<file path="src/rtl/core/stt_pkg.sv">
`timescale 1ns / 1ps
// ----------------------------------------------------------------------------
// stt_pkg: shared types and constants of the script text tokenizer
// Token kinds, character codes, byte classes and the packet that carries
// the results of one input byte from the scanner to the output stage.
// ----------------------------------------------------------------------------
package stt_pkg;

  // Width of the internal line counter; it saturates at all ones.
  localparam int LineBits   = 20;
  // Width of the line field on the result port.
  localparam int TokenLineW = 20;
  // Most results that one input byte can cause.
  localparam int MaxResults = 4;
  localparam int ResIdxW    = $clog2(MaxResults);
  // Depth of the packet queue between scanner and output stage.
  localparam int QueueDepth = 2;

  typedef logic [LineBits-1:0]   line_t;
  typedef logic [TokenLineW-1:0] tok_line_t;

  typedef enum logic [2:0] {
    KindEnd     = 3'd0,
    KindIdent   = 3'd1,
    KindString  = 3'd2,
    KindNumber  = 3'd3,
    KindLBrace  = 3'd4,
    KindRBrace  = 3'd5,
    KindEquals  = 3'd6,
    KindInvalid = 3'd7
  } tok_kind_e;

  // Event codes on the result port.
  localparam logic EvChar = 1'b0;
  localparam logic EvEnd  = 1'b1;

  // Line source of a result: start line of the open token or current line.
  localparam logic LineTok = 1'b0;
  localparam logic LineCur = 1'b1;

  localparam logic [7:0] CharHash      = 8'h23;
  localparam logic [7:0] CharSlash     = 8'h2F;
  localparam logic [7:0] CharQuote     = 8'h22;
  localparam logic [7:0] CharLBrace    = 8'h7B;
  localparam logic [7:0] CharRBrace    = 8'h7D;
  localparam logic [7:0] CharEquals    = 8'h3D;
  localparam logic [7:0] CharBackslash = 8'h5C;
  localparam logic [7:0] CharNewline   = 8'h0A;
  localparam logic [7:0] CharSpace     = 8'h20;
  localparam logic [7:0] CharDot       = 8'h2E;
  localparam logic [7:0] CharMinus     = 8'h2D;
  localparam logic [7:0] CharPlus      = 8'h2B;
  localparam logic [7:0] CharUnder     = 8'h5F;

  // One result before its line number is filled in.
  typedef struct packed {
    logic      ev;
    tok_kind_e kind;
    logic [7:0] chr;
    logic      line_sel;
  } res_t;

  // All results of one input byte.
  typedef struct packed {
    logic [ResIdxW-1:0]          last_idx;
    res_t [MaxResults-1:0]       res;
    tok_line_t                   line_tok;
    tok_line_t                   line_cur;
  } pkt_t;

  // Queue side seen by the output stage.
  typedef struct packed {
    logic valid;
    pkt_t pkt;
  } head_t;

  function automatic res_t mk_res(logic ev, tok_kind_e kind, logic [7:0] chr,
                                  logic line_sel);
    res_t r;
    r.ev       = ev;
    r.kind     = kind;
    r.chr      = chr;
    r.line_sel = line_sel;
    return r;
  endfunction

  function automatic logic is_space(logic [7:0] b);
    return (b == CharSpace) || ((b >= 8'd9) && (b <= 8'd13));
  endfunction

  function automatic logic is_digit(logic [7:0] b);
    return (b >= 8'h30) && (b <= 8'h39);
  endfunction

  function automatic logic is_alpha(logic [7:0] b);
    return ((b >= 8'h61) && (b <= 8'h7A)) || ((b >= 8'h41) && (b <= 8'h5A));
  endfunction

  function automatic logic is_ident(logic [7:0] b);
    return is_alpha(b) || is_digit(b) || (b == CharUnder) || (b == CharMinus) ||
           (b == CharDot);
  endfunction

  function automatic logic is_num_cont(logic [7:0] b);
    return is_digit(b) || (b == CharDot) || (b == CharMinus) || (b == CharPlus);
  endfunction

endpackage

</file>
<file path="src/rtl/core/stt_front.sv">
`timescale 1ns / 1ps
// ----------------------------------------------------------------------------
// stt_front: scanner of the script text tokenizer
// Holds the scan mode and line counters, classifies each accepted byte and
// turns it into one packet of up to four results for the output stage.
// ----------------------------------------------------------------------------
module stt_front (
  input  logic          clk_i,
  input  logic          rst_ni,
  input  logic          accept_i,
  input  logic [7:0]    text_byte_i,
  input  logic          end_of_text_i,
  output logic          push_o,
  output stt_pkg::pkt_t pkt_o
);

  typedef enum logic [2:0] {
    ModeIdle    = 3'd0,
    ModeSlash   = 3'd1,
    ModeHash    = 3'd2,
    ModeLineCmt = 3'd3,
    ModeStr     = 3'd4,
    ModeEsc     = 3'd5,
    ModeNum     = 3'd6,
    ModeIdent   = 3'd7
  } mode_e;

  localparam stt_pkg::line_t LineMax = '1;
  localparam stt_pkg::line_t LineOne = stt_pkg::line_t'(1);

  mode_e          mode_q, mode_d;
  stt_pkg::line_t line_q, line_d;
  stt_pkg::line_t tsl_q, tsl_d;

  stt_pkg::res_t [stt_pkg::MaxResults-1:0] res;
  logic [stt_pkg::ResIdxW:0] n;
  logic                      run_idle;
  logic [7:0]                b;

  assign b = text_byte_i;

  // Next state and result list of one byte.
  always_comb begin
    mode_d   = mode_q;
    line_d   = line_q;
    tsl_d    = tsl_q;
    res      = '0;
    n        = '0;
    run_idle = 1'b0;
    if (end_of_text_i) begin
      unique case (mode_q)
        ModeSlash: begin
          res[n[stt_pkg::ResIdxW-1:0]] = stt_pkg::mk_res(stt_pkg::EvChar,
              stt_pkg::KindInvalid, stt_pkg::CharSlash, stt_pkg::LineTok);
          n = n + 1'b1;
          res[n[stt_pkg::ResIdxW-1:0]] = stt_pkg::mk_res(stt_pkg::EvEnd,
              stt_pkg::KindInvalid, 8'h00, stt_pkg::LineTok);
          n = n + 1'b1;
        end
        ModeStr: begin
          res[n[stt_pkg::ResIdxW-1:0]] = stt_pkg::mk_res(stt_pkg::EvEnd,
              stt_pkg::KindInvalid, 8'h00, stt_pkg::LineTok);
          n = n + 1'b1;
        end
        ModeEsc: begin
          res[n[stt_pkg::ResIdxW-1:0]] = stt_pkg::mk_res(stt_pkg::EvChar,
              stt_pkg::KindInvalid, stt_pkg::CharBackslash, stt_pkg::LineTok);
          n = n + 1'b1;
          res[n[stt_pkg::ResIdxW-1:0]] = stt_pkg::mk_res(stt_pkg::EvEnd,
              stt_pkg::KindInvalid, 8'h00, stt_pkg::LineTok);
          n = n + 1'b1;
        end
        ModeNum: begin
          res[n[stt_pkg::ResIdxW-1:0]] = stt_pkg::mk_res(stt_pkg::EvEnd,
              stt_pkg::KindNumber, 8'h00, stt_pkg::LineTok);
          n = n + 1'b1;
        end
        ModeIdent: begin
          res[n[stt_pkg::ResIdxW-1:0]] = stt_pkg::mk_res(stt_pkg::EvEnd,
              stt_pkg::KindIdent, 8'h00, stt_pkg::LineTok);
          n = n + 1'b1;
        end
        ModeIdle, ModeHash, ModeLineCmt: begin
        end
      endcase
      res[n[stt_pkg::ResIdxW-1:0]] = stt_pkg::mk_res(stt_pkg::EvEnd,
          stt_pkg::KindEnd, 8'h00, stt_pkg::LineCur);
      n      = n + 1'b1;
      mode_d = ModeIdle;
      line_d = LineOne;
      tsl_d  = LineOne;
    end else begin
      unique case (mode_q)
        ModeIdle: begin
          run_idle = 1'b1;
        end
        ModeSlash: begin
          if (b == stt_pkg::CharSlash) begin
            mode_d = ModeLineCmt;
          end else begin
            res[n[stt_pkg::ResIdxW-1:0]] = stt_pkg::mk_res(stt_pkg::EvChar,
                stt_pkg::KindInvalid, stt_pkg::CharSlash, stt_pkg::LineTok);
            n = n + 1'b1;
            res[n[stt_pkg::ResIdxW-1:0]] = stt_pkg::mk_res(stt_pkg::EvEnd,
                stt_pkg::KindInvalid, 8'h00, stt_pkg::LineTok);
            n        = n + 1'b1;
            run_idle = 1'b1;
          end
        end
        ModeHash, ModeLineCmt: begin
          if (b == stt_pkg::CharNewline) begin
            if (line_q != LineMax) line_d = line_q + 1'b1;
            mode_d = ModeIdle;
          end
        end
        ModeStr: begin
          if (b == stt_pkg::CharQuote) begin
            res[n[stt_pkg::ResIdxW-1:0]] = stt_pkg::mk_res(stt_pkg::EvEnd,
                stt_pkg::KindString, 8'h00, stt_pkg::LineTok);
            n      = n + 1'b1;
            mode_d = ModeIdle;
          end else if (b == stt_pkg::CharBackslash) begin
            mode_d = ModeEsc;
          end else begin
            if ((b == stt_pkg::CharNewline) && (line_q != LineMax)) begin
              line_d = line_q + 1'b1;
            end
            res[n[stt_pkg::ResIdxW-1:0]] = stt_pkg::mk_res(stt_pkg::EvChar,
                stt_pkg::KindString, b, stt_pkg::LineTok);
            n = n + 1'b1;
          end
        end
        ModeEsc: begin
          // The escaped byte is taken literally, a newline included.
          res[n[stt_pkg::ResIdxW-1:0]] = stt_pkg::mk_res(stt_pkg::EvChar,
              stt_pkg::KindString, b, stt_pkg::LineTok);
          n      = n + 1'b1;
          mode_d = ModeStr;
        end
        ModeNum: begin
          if (stt_pkg::is_num_cont(b)) begin
            res[n[stt_pkg::ResIdxW-1:0]] = stt_pkg::mk_res(stt_pkg::EvChar,
                stt_pkg::KindNumber, b, stt_pkg::LineTok);
            n = n + 1'b1;
          end else begin
            res[n[stt_pkg::ResIdxW-1:0]] = stt_pkg::mk_res(stt_pkg::EvEnd,
                stt_pkg::KindNumber, 8'h00, stt_pkg::LineTok);
            n        = n + 1'b1;
            run_idle = 1'b1;
          end
        end
        ModeIdent: begin
          if (stt_pkg::is_ident(b)) begin
            res[n[stt_pkg::ResIdxW-1:0]] = stt_pkg::mk_res(stt_pkg::EvChar,
                stt_pkg::KindIdent, b, stt_pkg::LineTok);
            n = n + 1'b1;
          end else begin
            res[n[stt_pkg::ResIdxW-1:0]] = stt_pkg::mk_res(stt_pkg::EvEnd,
                stt_pkg::KindIdent, 8'h00, stt_pkg::LineTok);
            n        = n + 1'b1;
            run_idle = 1'b1;
          end
        end
      endcase

      // Byte seen with no token open: it may start a new token.
      if (run_idle) begin
        tsl_d  = line_q;
        mode_d = ModeIdle;
        priority if (stt_pkg::is_space(b)) begin
          if ((b == stt_pkg::CharNewline) && (line_q != LineMax)) begin
            line_d = line_q + 1'b1;
          end
        end else if (b == stt_pkg::CharHash) begin
          mode_d = ModeHash;
        end else if (b == stt_pkg::CharSlash) begin
          mode_d = ModeSlash;
        end else if ((b == stt_pkg::CharLBrace) || (b == stt_pkg::CharRBrace) ||
                     (b == stt_pkg::CharEquals)) begin
          res[n[stt_pkg::ResIdxW-1:0]] = stt_pkg::mk_res(stt_pkg::EvChar,
              (b == stt_pkg::CharLBrace) ? stt_pkg::KindLBrace :
              (b == stt_pkg::CharRBrace) ? stt_pkg::KindRBrace : stt_pkg::KindEquals,
              b, stt_pkg::LineCur);
          n = n + 1'b1;
          res[n[stt_pkg::ResIdxW-1:0]] = stt_pkg::mk_res(stt_pkg::EvEnd,
              (b == stt_pkg::CharLBrace) ? stt_pkg::KindLBrace :
              (b == stt_pkg::CharRBrace) ? stt_pkg::KindRBrace : stt_pkg::KindEquals,
              8'h00, stt_pkg::LineCur);
          n = n + 1'b1;
        end else if (b == stt_pkg::CharQuote) begin
          mode_d = ModeStr;
        end else if (stt_pkg::is_digit(b) || (b == stt_pkg::CharMinus) ||
                     (b == stt_pkg::CharPlus)) begin
          mode_d = ModeNum;
          res[n[stt_pkg::ResIdxW-1:0]] = stt_pkg::mk_res(stt_pkg::EvChar,
              stt_pkg::KindNumber, b, stt_pkg::LineCur);
          n = n + 1'b1;
        end else if (stt_pkg::is_ident(b)) begin
          mode_d = ModeIdent;
          res[n[stt_pkg::ResIdxW-1:0]] = stt_pkg::mk_res(stt_pkg::EvChar,
              stt_pkg::KindIdent, b, stt_pkg::LineCur);
          n = n + 1'b1;
        end else begin
          res[n[stt_pkg::ResIdxW-1:0]] = stt_pkg::mk_res(stt_pkg::EvChar,
              stt_pkg::KindInvalid, b, stt_pkg::LineCur);
          n = n + 1'b1;
          res[n[stt_pkg::ResIdxW-1:0]] = stt_pkg::mk_res(stt_pkg::EvEnd,
              stt_pkg::KindInvalid, 8'h00, stt_pkg::LineCur);
          n = n + 1'b1;
        end
      end
    end
  end

  // Packet toward the queue; bytes without results send nothing.
  assign push_o         = accept_i && (n != '0);
  assign pkt_o.last_idx = stt_pkg::ResIdxW'(n - 1'b1);
  assign pkt_o.res      = res;
  assign pkt_o.line_tok = stt_pkg::tok_line_t'(tsl_q);
  assign pkt_o.line_cur = stt_pkg::tok_line_t'(line_q);

  // Scan state.
  always_ff @(posedge clk_i or negedge rst_ni) begin
    if (!rst_ni) begin
      mode_q <= ModeIdle;
      line_q <= LineOne;
      tsl_q  <= LineOne;
    end else if (accept_i) begin
      mode_q <= mode_d;
      line_q <= line_d;
      tsl_q  <= tsl_d;
    end
  end

  // The line counter starts at one and never wraps to zero.
  a_line_nonzero: assert property (@(posedge clk_i) disable iff (!rst_ni)
    (line_q != '0) && (tsl_q != '0))
    else $error("line counter reached zero");

  // End of text restarts the scan on line one.
  a_eot_restart: assert property (@(posedge clk_i) disable iff (!rst_ni)
    (accept_i && end_of_text_i) |=>
      ((mode_q == ModeIdle) && (line_q == LineOne) && (tsl_q == LineOne)))
    else $error("scan state not restarted after end of text");

endmodule

</file>
<file path="src/rtl/core/stt_queue.sv">
`timescale 1ns / 1ps
// ----------------------------------------------------------------------------
// stt_queue: packet queue of the script text tokenizer
// A short first-in first-out queue of result packets that lets the scanner
// and the output stage stall independently.
// ----------------------------------------------------------------------------
module stt_queue (
  input  logic           clk_i,
  input  logic           rst_ni,
  input  logic           push_i,
  input  stt_pkg::pkt_t  pkt_i,
  output logic           full_o,
  output stt_pkg::head_t head_o,
  input  logic           pop_i
);

  localparam int PtrW = (stt_pkg::QueueDepth > 1) ? $clog2(stt_pkg::QueueDepth) : 1;
  localparam int CntW = $clog2(stt_pkg::QueueDepth + 1);
  localparam logic [PtrW-1:0] PtrLast = PtrW'(stt_pkg::QueueDepth - 1);
  localparam logic [CntW-1:0] CntFull = CntW'(stt_pkg::QueueDepth);

  stt_pkg::pkt_t mem_q [stt_pkg::QueueDepth];
  logic [PtrW-1:0] wr_ptr_q, rd_ptr_q;
  logic [CntW-1:0] cnt_q;
  logic            do_push, do_pop;

  assign full_o      = (cnt_q == CntFull);
  assign head_o.valid = (cnt_q != '0);
  assign head_o.pkt   = mem_q[rd_ptr_q];
  assign do_push     = push_i && !full_o;
  assign do_pop      = pop_i && head_o.valid;

  // Packet storage.
  always_ff @(posedge clk_i) begin
    if (do_push) mem_q[wr_ptr_q] <= pkt_i;
  end

  // Pointers and fill level.
  always_ff @(posedge clk_i or negedge rst_ni) begin
    if (!rst_ni) begin
      wr_ptr_q <= '0;
      rd_ptr_q <= '0;
      cnt_q    <= '0;
    end else begin
      if (do_push) wr_ptr_q <= (wr_ptr_q == PtrLast) ? '0 : wr_ptr_q + 1'b1;
      if (do_pop)  rd_ptr_q <= (rd_ptr_q == PtrLast) ? '0 : rd_ptr_q + 1'b1;
      if (do_push && !do_pop) begin
        cnt_q <= cnt_q + 1'b1;
      end else if (do_pop && !do_push) begin
        cnt_q <= cnt_q - 1'b1;
      end
    end
  end

  // No packet is offered to a full queue and nothing is taken from an empty one.
  a_no_overflow: assert property (@(posedge clk_i) disable iff (!rst_ni)
    !(push_i && full_o) && !(pop_i && !head_o.valid))
    else $error("packet queue overflow or underflow");

endmodule

</file>
<file path="src/rtl/core/stt_back.sv">
`timescale 1ns / 1ps
// ----------------------------------------------------------------------------
// stt_back: output stage of the script text tokenizer
// Walks the results of the head packet into the output register, one result
// a cycle unless the output stalls, and retires the packet after its last one.
// ----------------------------------------------------------------------------
module stt_back (
  input  logic                clk_i,
  input  logic                rst_ni,
  input  stt_pkg::head_t      head_i,
  output logic                pop_o,
  output logic                out_valid_o,
  input  logic                out_stall_i,
  output logic                event_kind_o,
  output logic [2:0]          token_kind_o,
  output logic [7:0]          token_char_o,
  output stt_pkg::tok_line_t  token_line_o,
  output logic                last_result_o
);

  logic [stt_pkg::ResIdxW-1:0] idx_q;
  logic                        out_valid_q;
  logic                        out_free, advance, is_last;
  stt_pkg::res_t               cur;

  assign out_free = !out_valid_q || !out_stall_i;
  assign advance  = head_i.valid && out_free;
  assign cur      = head_i.pkt.res[idx_q];
  assign is_last  = (idx_q == head_i.pkt.last_idx);
  assign pop_o    = advance && is_last;

  // Result index within the head packet.
  always_ff @(posedge clk_i or negedge rst_ni) begin
    if (!rst_ni) begin
      idx_q       <= '0;
      out_valid_q <= 1'b0;
    end else begin
      if (advance) idx_q <= is_last ? '0 : idx_q + 1'b1;
      if (out_free) out_valid_q <= head_i.valid;
    end
  end

  // Output register; it loads whenever it is free and a packet is at the head.
  always_ff @(posedge clk_i) begin
    if (advance) begin
      event_kind_o  <= cur.ev;
      token_kind_o  <= cur.kind;
      token_char_o  <= cur.chr;
      token_line_o  <= (cur.line_sel == stt_pkg::LineCur) ? head_i.pkt.line_cur
                                                         : head_i.pkt.line_tok;
      last_result_o <= is_last;
    end
  end

  assign out_valid_o = out_valid_q;

  // The index only moves past zero inside a packet that is present.
  a_idx_in_packet: assert property (@(posedge clk_i) disable iff (!rst_ni)
    (idx_q != '0) |-> (head_i.valid && (idx_q <= head_i.pkt.last_idx)))
    else $error("result index outside the head packet");

  // A packet leaves the queue only with its last result.
  a_pop_last: assert property (@(posedge clk_i) disable iff (!rst_ni)
    pop_o |=> (out_valid_o && last_result_o))
    else $error("packet retired without its last result");

endmodule

</file>
<file path="src/rtl/core/script_text_tokenizer_top.sv">
`timescale 1ns / 1ps
// ----------------------------------------------------------------------------
// script_text_tokenizer_top: streaming lexer for brace-structured script text
// Takes one text byte per transfer and emits token characters and token ends.
// ----------------------------------------------------------------------------
// The block takes one byte per transfer, or an end-of-text transfer, and gives
// zero to four result transfers for it, the last one marked by last_result_o.
// A scanner updates the scan state in the cycle of the input transfer and
// hands the results of that byte as one packet to a two-entry queue; an output
// stage sends them one per cycle through a registered output, unless the
// output is stalled. The sustained rate is thus set by the output register at
// one result per cycle, and the input keeps accepting while the queue has
// room. Results pass through the queue and then the output register before
// they appear.
// ----------------------------------------------------------------------------
module script_text_tokenizer_top (
  input  logic                clk_i,
  input  logic                rst_ni,
  input  logic                in_valid_i,
  output logic                in_stall_o,
  input  logic [7:0]          text_byte_i,
  input  logic                end_of_text_i,
  output logic                out_valid_o,
  input  logic                out_stall_i,
  output logic                event_kind_o,
  output logic [2:0]          token_kind_o,
  output logic [7:0]          token_char_o,
  output stt_pkg::tok_line_t  token_line_o,
  output logic                last_result_o
);

  logic           accept, push, full, pop;
  stt_pkg::pkt_t  pkt;
  stt_pkg::head_t head;

  // An input transfer waits while the queue is full.
  assign in_stall_o = full;
  assign accept     = in_valid_i && !full;

  stt_front u_front (
    .clk_i         (clk_i),
    .rst_ni        (rst_ni),
    .accept_i      (accept),
    .text_byte_i   (text_byte_i),
    .end_of_text_i (end_of_text_i),
    .push_o        (push),
    .pkt_o         (pkt)
  );

  stt_queue u_queue (
    .clk_i  (clk_i),
    .rst_ni (rst_ni),
    .push_i (push),
    .pkt_i  (pkt),
    .full_o (full),
    .head_o (head),
    .pop_i  (pop)
  );

  stt_back u_back (
    .clk_i         (clk_i),
    .rst_ni        (rst_ni),
    .head_i        (head),
    .pop_o         (pop),
    .out_valid_o   (out_valid_o),
    .out_stall_i   (out_stall_i),
    .event_kind_o  (event_kind_o),
    .token_kind_o  (token_kind_o),
    .token_char_o  (token_char_o),
    .token_line_o  (token_line_o),
    .last_result_o (last_result_o)
  );

endmodule

</file>
<file path="config.mk">
export PLATFORM = sky130hd
export DESIGN_NAME = script_text_tokenizer_top
export DESIGN_NICKNAME = d
export VERILOG_FILES = /design/src/rtl/core/stt_pkg.sv /design/src/rtl/core/stt_front.sv /design/src/rtl/core/stt_queue.sv /design/src/rtl/core/stt_back.sv /design/src/rtl/core/script_text_tokenizer_top.sv
export SDC_FILE = /design/constraint.sdc
export NUM_CORES = 1
export LEC_CHECK = 0
export BUFFER_PORTS_ARGS = -buffer_cell sky130_fd_sc_hd__clkbuf_2
export CORE_AREA = 2 2 182 184
export CTS_CLUSTER_SIZE = 20
export DETAILED_ROUTE_END_ITERATION = 7
export DIE_AREA = 0 0 184 186
export GPL_ROUTABILITY_DRIVEN = 0
export MAX_ROUTING_LAYER = met4
export PLACE_DENSITY = 0.59
export SLEW_MARGIN = 20
export SYNTH_ARGS = -nofsm -noshare
export SYNTH_HDL_FRONTEND = slang
export SYNTH_SLANG_ARGS = --single-unit
</file>
<file path="constraint.sdc">
create_clock -name clk_i -period 8 [get_ports clk_i]
set_input_delay 0.4 -clock clk_i [delete_from_list [all_inputs] [get_ports clk_i]]
set_output_delay 0.4 -clock clk_i [all_outputs]
set_load 0.005 [all_outputs]
</file>
==> results of run 1 <==
[report_power, final]
group | total (W) | internal, W | switching, W
Combinational | 0.00194 | 0.000770 | 0.00117
Sequential | 0.00235 | 0.00216 | 0.000190
Clock | 0.00126 | 0.000727 | 0.000534
Total | 0.00555 | 0.00366 | 0.00189
[final timing paths]
kind / slack, ns / cells after the start / to
setup reg to reg: 2.82 / 13 / u_queue.mem_q[0][16]
max in group asynchronous: 6.92 / 3 / u_queue.rd_ptr_q
hold / removal: 0.1 / 3 / u_back.out_valid_o
min in group asynchronous: 0.52 / 3 / u_front.tsl_q[11]
hold reg to reg: 0.46 / 0 / u_queue.mem_q[1][27]
setup / recovery: 2.82 / 13 / u_queue.mem_q[0][16]
[Yosys cell counts, types with 6 or more instances]
cell	number
inv_1	19
or3_1	10
buf_1	8
o211ai_1	12
buf_2	9
o22ai_1	8
a31oi_1	11
nand3_1	28
nor4_1	10
o21ai_1	8
nor2_1	50
mux2_2	15
clkbuf_1	33
and3_1	13
mux4_2	46
dfrtp_1	48
a211o_1	7
and4_1	6
and2_1	23
nand2b_1	8
ha_1	19
nand4_1	12
xnor2_1	9
nor3_1	27
edfxtp_1	221
o21ai_0	30
mux2i_1	7
a22o_1	27
nand2_1	54
a21oi_1	33
[worst register-to-register path: stages (launching register included)]
cell and delay (ns):
dfrtp_1 0.50, nor2b_1 0.62, nand2_1 0.23, nor2_1 0.51, ha_1 0.41, a21boi_0 0.18
a211oi_1 0.25, o32ai_1 0.11, or2_2 0.29, ha_1 0.17, a21oi_1 0.11, a31oi_1 0.12
nor2_4 0.70, buf_4 0.56
[layout by cell type, fill, tap and decap left out, types with 5 or more instances in the layout]
master / n
or3_1: 10
a22o_1: 27
and3_1: 13
nand4_1: 12
a211o_1: 7
nor4_1: 10
edfxtp_1: 221
and4_1: 6
o22ai_1: 8
clkbuf_2: 47
inv_1: 19
nand2_1: 54
nand2b_1: 8
a31oi_1: 11
mux4_2: 46
o21ai_0: 30
and2_1: 23
nor2_1: 47
mux2_2: 15
a21oi_1: 32
nor3_1: 27
nand3_1: 28
o211ai_1: 12
clkinv_2: 9
a211oi_1: 5
buf_4: 13
clkbuf_16: 27
ha_1: 19
xnor2_1: 9
dfrtp_1: 47
mux2i_1: 6
o21ai_1: 8
[layout make-up]
class,instances,area share (%)
Multi-Input combinational cell,566,31.7
Clock buffer,32,4.95
Timing Repair Buffer,62,2.55
Clock inverter,17,1.22
Tap cell,408,3.58
Sequential cell,271,55.4
Inverter,22,0.580
[timing repair]
action | 4_1_cts | 5_1_grt
endpoints found under the hold margin | 1 | 0
buffers inserted | 0 | 0
hold buffers | 1 | 0
[metal layers]
| layer | vias to the layer above | share of wire (%) |
|---|---|---|
| li1 | 3702 | - |
| met1 | 4059 | 46 |
| met2 | 273 | 45 |
| met3 | 68 | 5.9 |
| met4 | 0 | 3.1 |
| met5 | - | 0 |
[logic make-up (layout without fill, tap and decap cells)]
kind of cell | count (synthesis) | in the layout | synth area share, %
xor gates and xnor gates | 12 | 12 | 0.825
buffers and inverters | 81 | 133 | 2.86
AOI/OAI and AO/OA | 201 | 201 | 11.2
DFF | 271 | 271 | 62.0
adders and majority gates | 19 | 19 | 1.87
muxes | 69 | 69 | 10.2
and+or+nand+nor | 265 | 265 | 11.1
[registers in the layout, indices dropped and copies added (netlist names), 2 cells and up]
name / flops
u_back.idx_q: 2
u_queue.cnt_q: 2
u_back.token_kind_o: 3
u_back.token_line_o: 20
u_front.tsl_q: 20
u_queue.mem_q: 188
u_front.mode_q: 3
u_back.token_char_o: 8
u_front.line_q: 20
[per-stage QoR]
stage | total power [W] | utilization, % | worst slack (ns) | hold WS (ns) | area [µm²]
finish | 0.00555 | 44.2 | 2.82 | 0.0973 | 14200
global route | 0.00586 | 44.2 | 2.38 | 0.101 | 14200
CTS | 0.00560 | 44.2 | 2.81 | 0.0677 | 14200
detailed placement | 0.00432 | 41.5 | 2.61 | 0.457 | 13400
global placement | 0.00430 | 41.5 | 2.66 | 0.448 | 13400
floorplan | 0.00372 | - | 0.307 | 0.104 | 12700
==> impl_metrics.json, run 1 <==
{
  "post-route-min-period_ns": 5.18,
  "fin_nets": 982,
  "synth.avg_cell_area_um2": 13.9,
  "finalCritPeriodShare_pct": 64.8,
  "cts_tree": "built",
  "rows": 66,
  "cp_num_buf_inv": 1,
  "syn-num-nets": 950,
  "postRouteAntennaNets": 0,
  "drc": 0,
  "ys_ff_latch": 271,
  "clk_pin_slew_ns": 0.07,
  "drtIter0Drc": 843,
  "synthToLayoutAreaGrowth_pct": 11.8,
  "fillCellCount": 2878,
  "synthCells": 918,
  "critical_path.top_delay_family": "simple AND/OR/NAND/NOR gates",
  "regArea_um2": 7890,
  "grt_util_met1_pct": 25.3,
  "crit_path_start_kind": "flip-flop",
  "drive_gt1_share_pct": 19.3,
  "grt_max_degree": 69,
  "rsz0062_at_grt": "no",
  "worstPathRequired_ns": 8.19,
  "synthTopCellsByArea": "edfxtp_1 (52%), dfrtp_1 (9.4%), mux4_2 (8.1%)",
  "cts_sinks": 271,
  "antenna_cells": 0,
  "outcome": "complete, no violations",
  "grt_usage_pct": 18.0,
  "worstPathCellList": "nor2b_1 > nand2_1 > nor2_1 > ha_1 > a21boi_0 > a211oi_1 > o32ai_1 > or2_2 > ha_1 > a21oi_1 > a31oi_1 > nor2_4 > buf_4",
  "p_leak_nw": 5.07,
  "ys_seq_area_share_pct": 62.0,
  "yosysWarnings": 0,
  "grt_util_met2_pct": 26.9,
  "root_buffer": "clkbuf_16",
  "placed_cells": 1328,
  "fin_skew_ns": 0.0172,
  "ctsResizeCount": 0,
  "crit_top_cell": "ha_1",
  "fin_cells": 1378,
  "multi_input_area_um2": 4510,
  "netlist_area_um2": 12700,
  "num_vias": 8102,
  "synth-main-ff-cell": "edfxtp_1",
  "clock_latency_ns": 0.56,
  "yosys.area.top_type": "edfxtp_1",
  "overflow": 0,
  "worstMarginPinSlew_ns": 1.10,
  "top_usage_layer": "met2",
  "finalSetupViolations": 0,
  "dieArea_um2": 34200,
  "grt_pass1_wl_um": 46200,
  "max-vdd-ir-drop_mv": 0.189,
  "fmaxAchievable_mhz": 193,
  "cp_data_arrival_time_ns": 5.38,
  "coreArea_um2": 32200,
  "critPathLaunch": "u_front.mode_q[0]",
  "antenna_found_initial": 0,
  "io-pin-count": 48,
  "fp.dieW_um": 184,
  "initial_core_util_pct": 39.5,
  "cap_violations": 0,
  "rr_startpoint": "u_front.mode_q[0]",
  "post-dp-hpwl_um": 18700,
  "synth_top_area_share_pct": 52.1,
  "setup_tns_ns": 0,
  "ys_types": 81,
  "cp-end-kind": "flip-flop",
  "grt_pass1_vias": 8022,
  "maxSlewHeadroom_pct": 26.7,
  "max_stage_delay_ns": 0.70,
  "first_pass_iters": 6,
  "synthArstFlopShare_pct": 18.5,
  "wire_per_inst_um": 21.4,
  "cts_buffer_depth": 3,
  "vias_per_cell": 5.88,
  "grtUsageMet3_pct": 2.39,
  "wl_um": 29400,
  "synth-edff-count": 221,
  "critical_path_class": "flip-flop to flip-flop",
  "crit_slowest_cell": "nor2_4",
  "die_y_um": 186,
  "portBuffers": 47,
  "hold_viol": 0,
  "path_max_fanout": 34,
  "h-tree-depth": 1,
  "hp-class": "input pin to flip-flop",
  "cts_inserted_buffers": 27,
  "hp-start": "out_stall_i",
  "powerDensity_nw_per_um2": 389,
  "slew_violations": 0
}
Note: power is estimated with default switching activity, not from simulation.
==> run 2: changes to the inputs <==
--- a/config.mk
+++ b/config.mk
@@ -12,7 +12,7 @@
 export DIE_AREA = 0 0 184 186
 export GPL_ROUTABILITY_DRIVEN = 0
 export MAX_ROUTING_LAYER = met4
-export PLACE_DENSITY = 0.59
+export PLACE_DENSITY = 0.57
 export SLEW_MARGIN = 20
 export SYNTH_ARGS = -nofsm -noshare
 export SYNTH_HDL_FRONTEND = slang
==> constraint.sdc (replaced) <==
create_clock -name clk_i -period 5.3 [get_ports clk_i]
set_input_delay 0.265 -clock clk_i [delete_from_list [all_inputs] [get_ports clk_i]]
set_output_delay 0.265 -clock clk_i [all_outputs]
set_load 0.005 [all_outputs]
==> impl_metrics.json, run 2 (synthesis results as in run 1) <==
{
  "crit_slowest_cell": "dfrtp_1",
  "coreArea_um2": 32200,
  "wire_per_inst_um": 21.5,
  "largest_reg_flops": 188,
  "rows": 66,
  "timing.hold.ws_ns": 0.181,
  "cts_inserted_buffers": 29,
  "cts_buffer_depth": 3,
  "crit_top_cell": "ha_1",
  "worstPathCellList": "nor2b_1 > buf_4 > nand2_1 > nor2_1 > ha_1 > a21boi_0 > a211oi_1 > o32ai_1 > or2_2 > ha_1 > a21oi_1 > a31oi_1 > nor2_4 > buf_12",
  "num_vias": 8147,
  "fin_cells": 1392,
  "powerDensity_nw_per_um2": 586,
  "min_delay_path_depth": 4,
  "placed_cells": 1335,
  "io-pin-count": 48,
  "cap_violations": 0,
  "path_max_fanout": 78,
  "dieArea_um2": 34200,
  "vias_per_cell": 5.85,
  "final_common_cell": "edfxtp_1",
  "post-route-min-period_ns": 4.14,
  "fin_skew_ns": 0.0149,
  "ctsResizeCount": 0,
  "max-vdd-ir-drop_mv": 0.322,
  "overflow": 0,
  "hold_viol": 0,
  "cts_sinks": 271,
  "worstPathRequired_ns": 5.49,
  "outcome": "complete, no violations",
  "cp_num_buf_inv": 2,
  "max_stage_delay_ns": 0.52,
  "drc": 0,
  "p_leak_nw": 5.12,
  "root_buffer": "clkbuf_16",
  "die_y_um": 186,
  "crit_cells": 14,
  "hp-class": "input pin to flip-flop",
  "fmaxAchievable_mhz": 241,
  "cp_data_arrival_time_ns": 4.33,
  "maxSlewHeadroom_pct": 38.2,
  "finalSetupViolations": 0,
  "drtIter0Drc": 748,
  "fin_nets": 993,
  "crit_path_start_kind": "flip-flop",
  "grt_usage_pct": 18.3,
  "first_pass_iters": 5,
  "regMostFlops": "u_queue.mem_q",
  "grt_max_degree": 81,
  "r2r_slack_ns": 1.16,
  "grt_pass1_vias": 7985,
  "finalCritPeriodShare_pct": 78.1,
  "drive_gt1_share_pct": 19.9,
  "rsz0062_at_grt": "no",
  "cp-end-kind": "flip-flop",
  "r2r_cells": 14,
  "postRouteAntennaNets": 0,
  "antenna_found_initial": 0,
  "critical_path.top_delay_family": "simple AND/OR/NAND/NOR gates",
  "grt_pass1_wl_um": 47100,
  "post-dp-hpwl_um": 19100,
  "fp.dieW_um": 184,
  "h-tree-depth": 1,
  "clock_latency_ns": 0.55,
  "cts_tree": "built",
  "wl_um": 29900,
  "fillCellCount": 2899,
  "worstMarginPinSlew_ns": 0.926,
  "clk_pin_slew_ns": 0.06,
  "antenna_cells": 0,
  "portBuffers": 47,
  "final_cell_mix": "edfxtp_1 (221), nand2_1 (54), nor2_1 (47), clkbuf_2 (47)",
  "power_w": 0.00841,
  "synthToLayoutAreaGrowth_pct": 12.7,
  "post-cts-setup-buffers": 0,
  "slew_violations": 0,
  "critical_path_class": "flip-flop to flip-flop",
  "initial_core_util_pct": 39.5
}
## run 2: cell count changes in the layout (fill, tap and decap cells not counted), moves of 2 or more
cell / previous run / this run
buf_4: 13 / 19
bufinv_16: 3 / 0
clkbuf_1: 4 / 10
clkbuf_16: 27 / 29
clkbuf_8: 1 / 4
clkinv_2: 9 / 4
inv_6: 0 / 3
## run 2: tightest hold or removal path, stage by stage
cell      delay, ns
clkbuf_2       0.11
and3_1         0.15
mux2i_1        0.06
o21ai_1        0.12
## run 2: power breakdown
group / leakage [nW] / switching, W / total, W / internal [W]
logic: 1.92 / 0.00173 / 0.00293 / 0.00121
registers: 2.77 / 0.000345 / 0.00360 / 0.00326
clock network: 0.435 / 0.000800 / 0.00187 / 0.00107
## run 2: repair_timing
action,CTS,global route
endpoints found under the setup margin,0,0
hold endpoints to repair,49,0
hold buffers,2,0
## run 2: path summary, 6_finish.rpt
check / to / startpoint
max in group asynchronous: u_queue.rd_ptr_q / rst_ni
setup reg to reg: u_queue.mem_q[0][75] / u_front.mode_q[0]
hold reg to reg: u_queue.mem_q[0][26] / u_front.tsl_q[6]
setup / recovery: u_queue.mem_q[0][75] / u_front.mode_q[0]
hold / removal: u_front.line_q[1] / in_valid_i
min in group asynchronous: u_front.tsl_q[10] / rst_ni
## run 2: area by class of cell
type	count	area [µm²]	share of cell area (%)
clock buffer	43	818	5.70
tap	408	510	3.56
inverter	22	82.6	0.575
clock inverter	11	67.6	0.471
timing repair buffer	71	465	3.24
multi-input combinational	566	4510	31.4
sequential	271	7900	55.0
## run 2: metal layers
layer,vias to the layer above,wire length (µm),GRT usage [%]
met5,-,0,-
met4,0,635,4.99
met3,53,1810,2.29
met2,290,13700,28.2
met1,4081,13800,25.8
li1,3723,-,-
## run 2: per-stage QoR
| step | setup WS [ns] | util (%) | cell area, µm² | TNS (ns) |
|---|---|---|---|---|
| after floorplan | -0.685 | - | 12700 | -128.68 |
| after global placement | 0.788 | 41.7 | 13400 | 0 |
| after detailed placement | 0.759 | 41.7 | 13400 | 0 |
| after CTS | 1.18 | 44.5 | 14300 | 0 |
| after global routing | 0.734 | 44.6 | 14400 | 0 |
| final | 1.16 | 44.6 | 14400 | 0 |
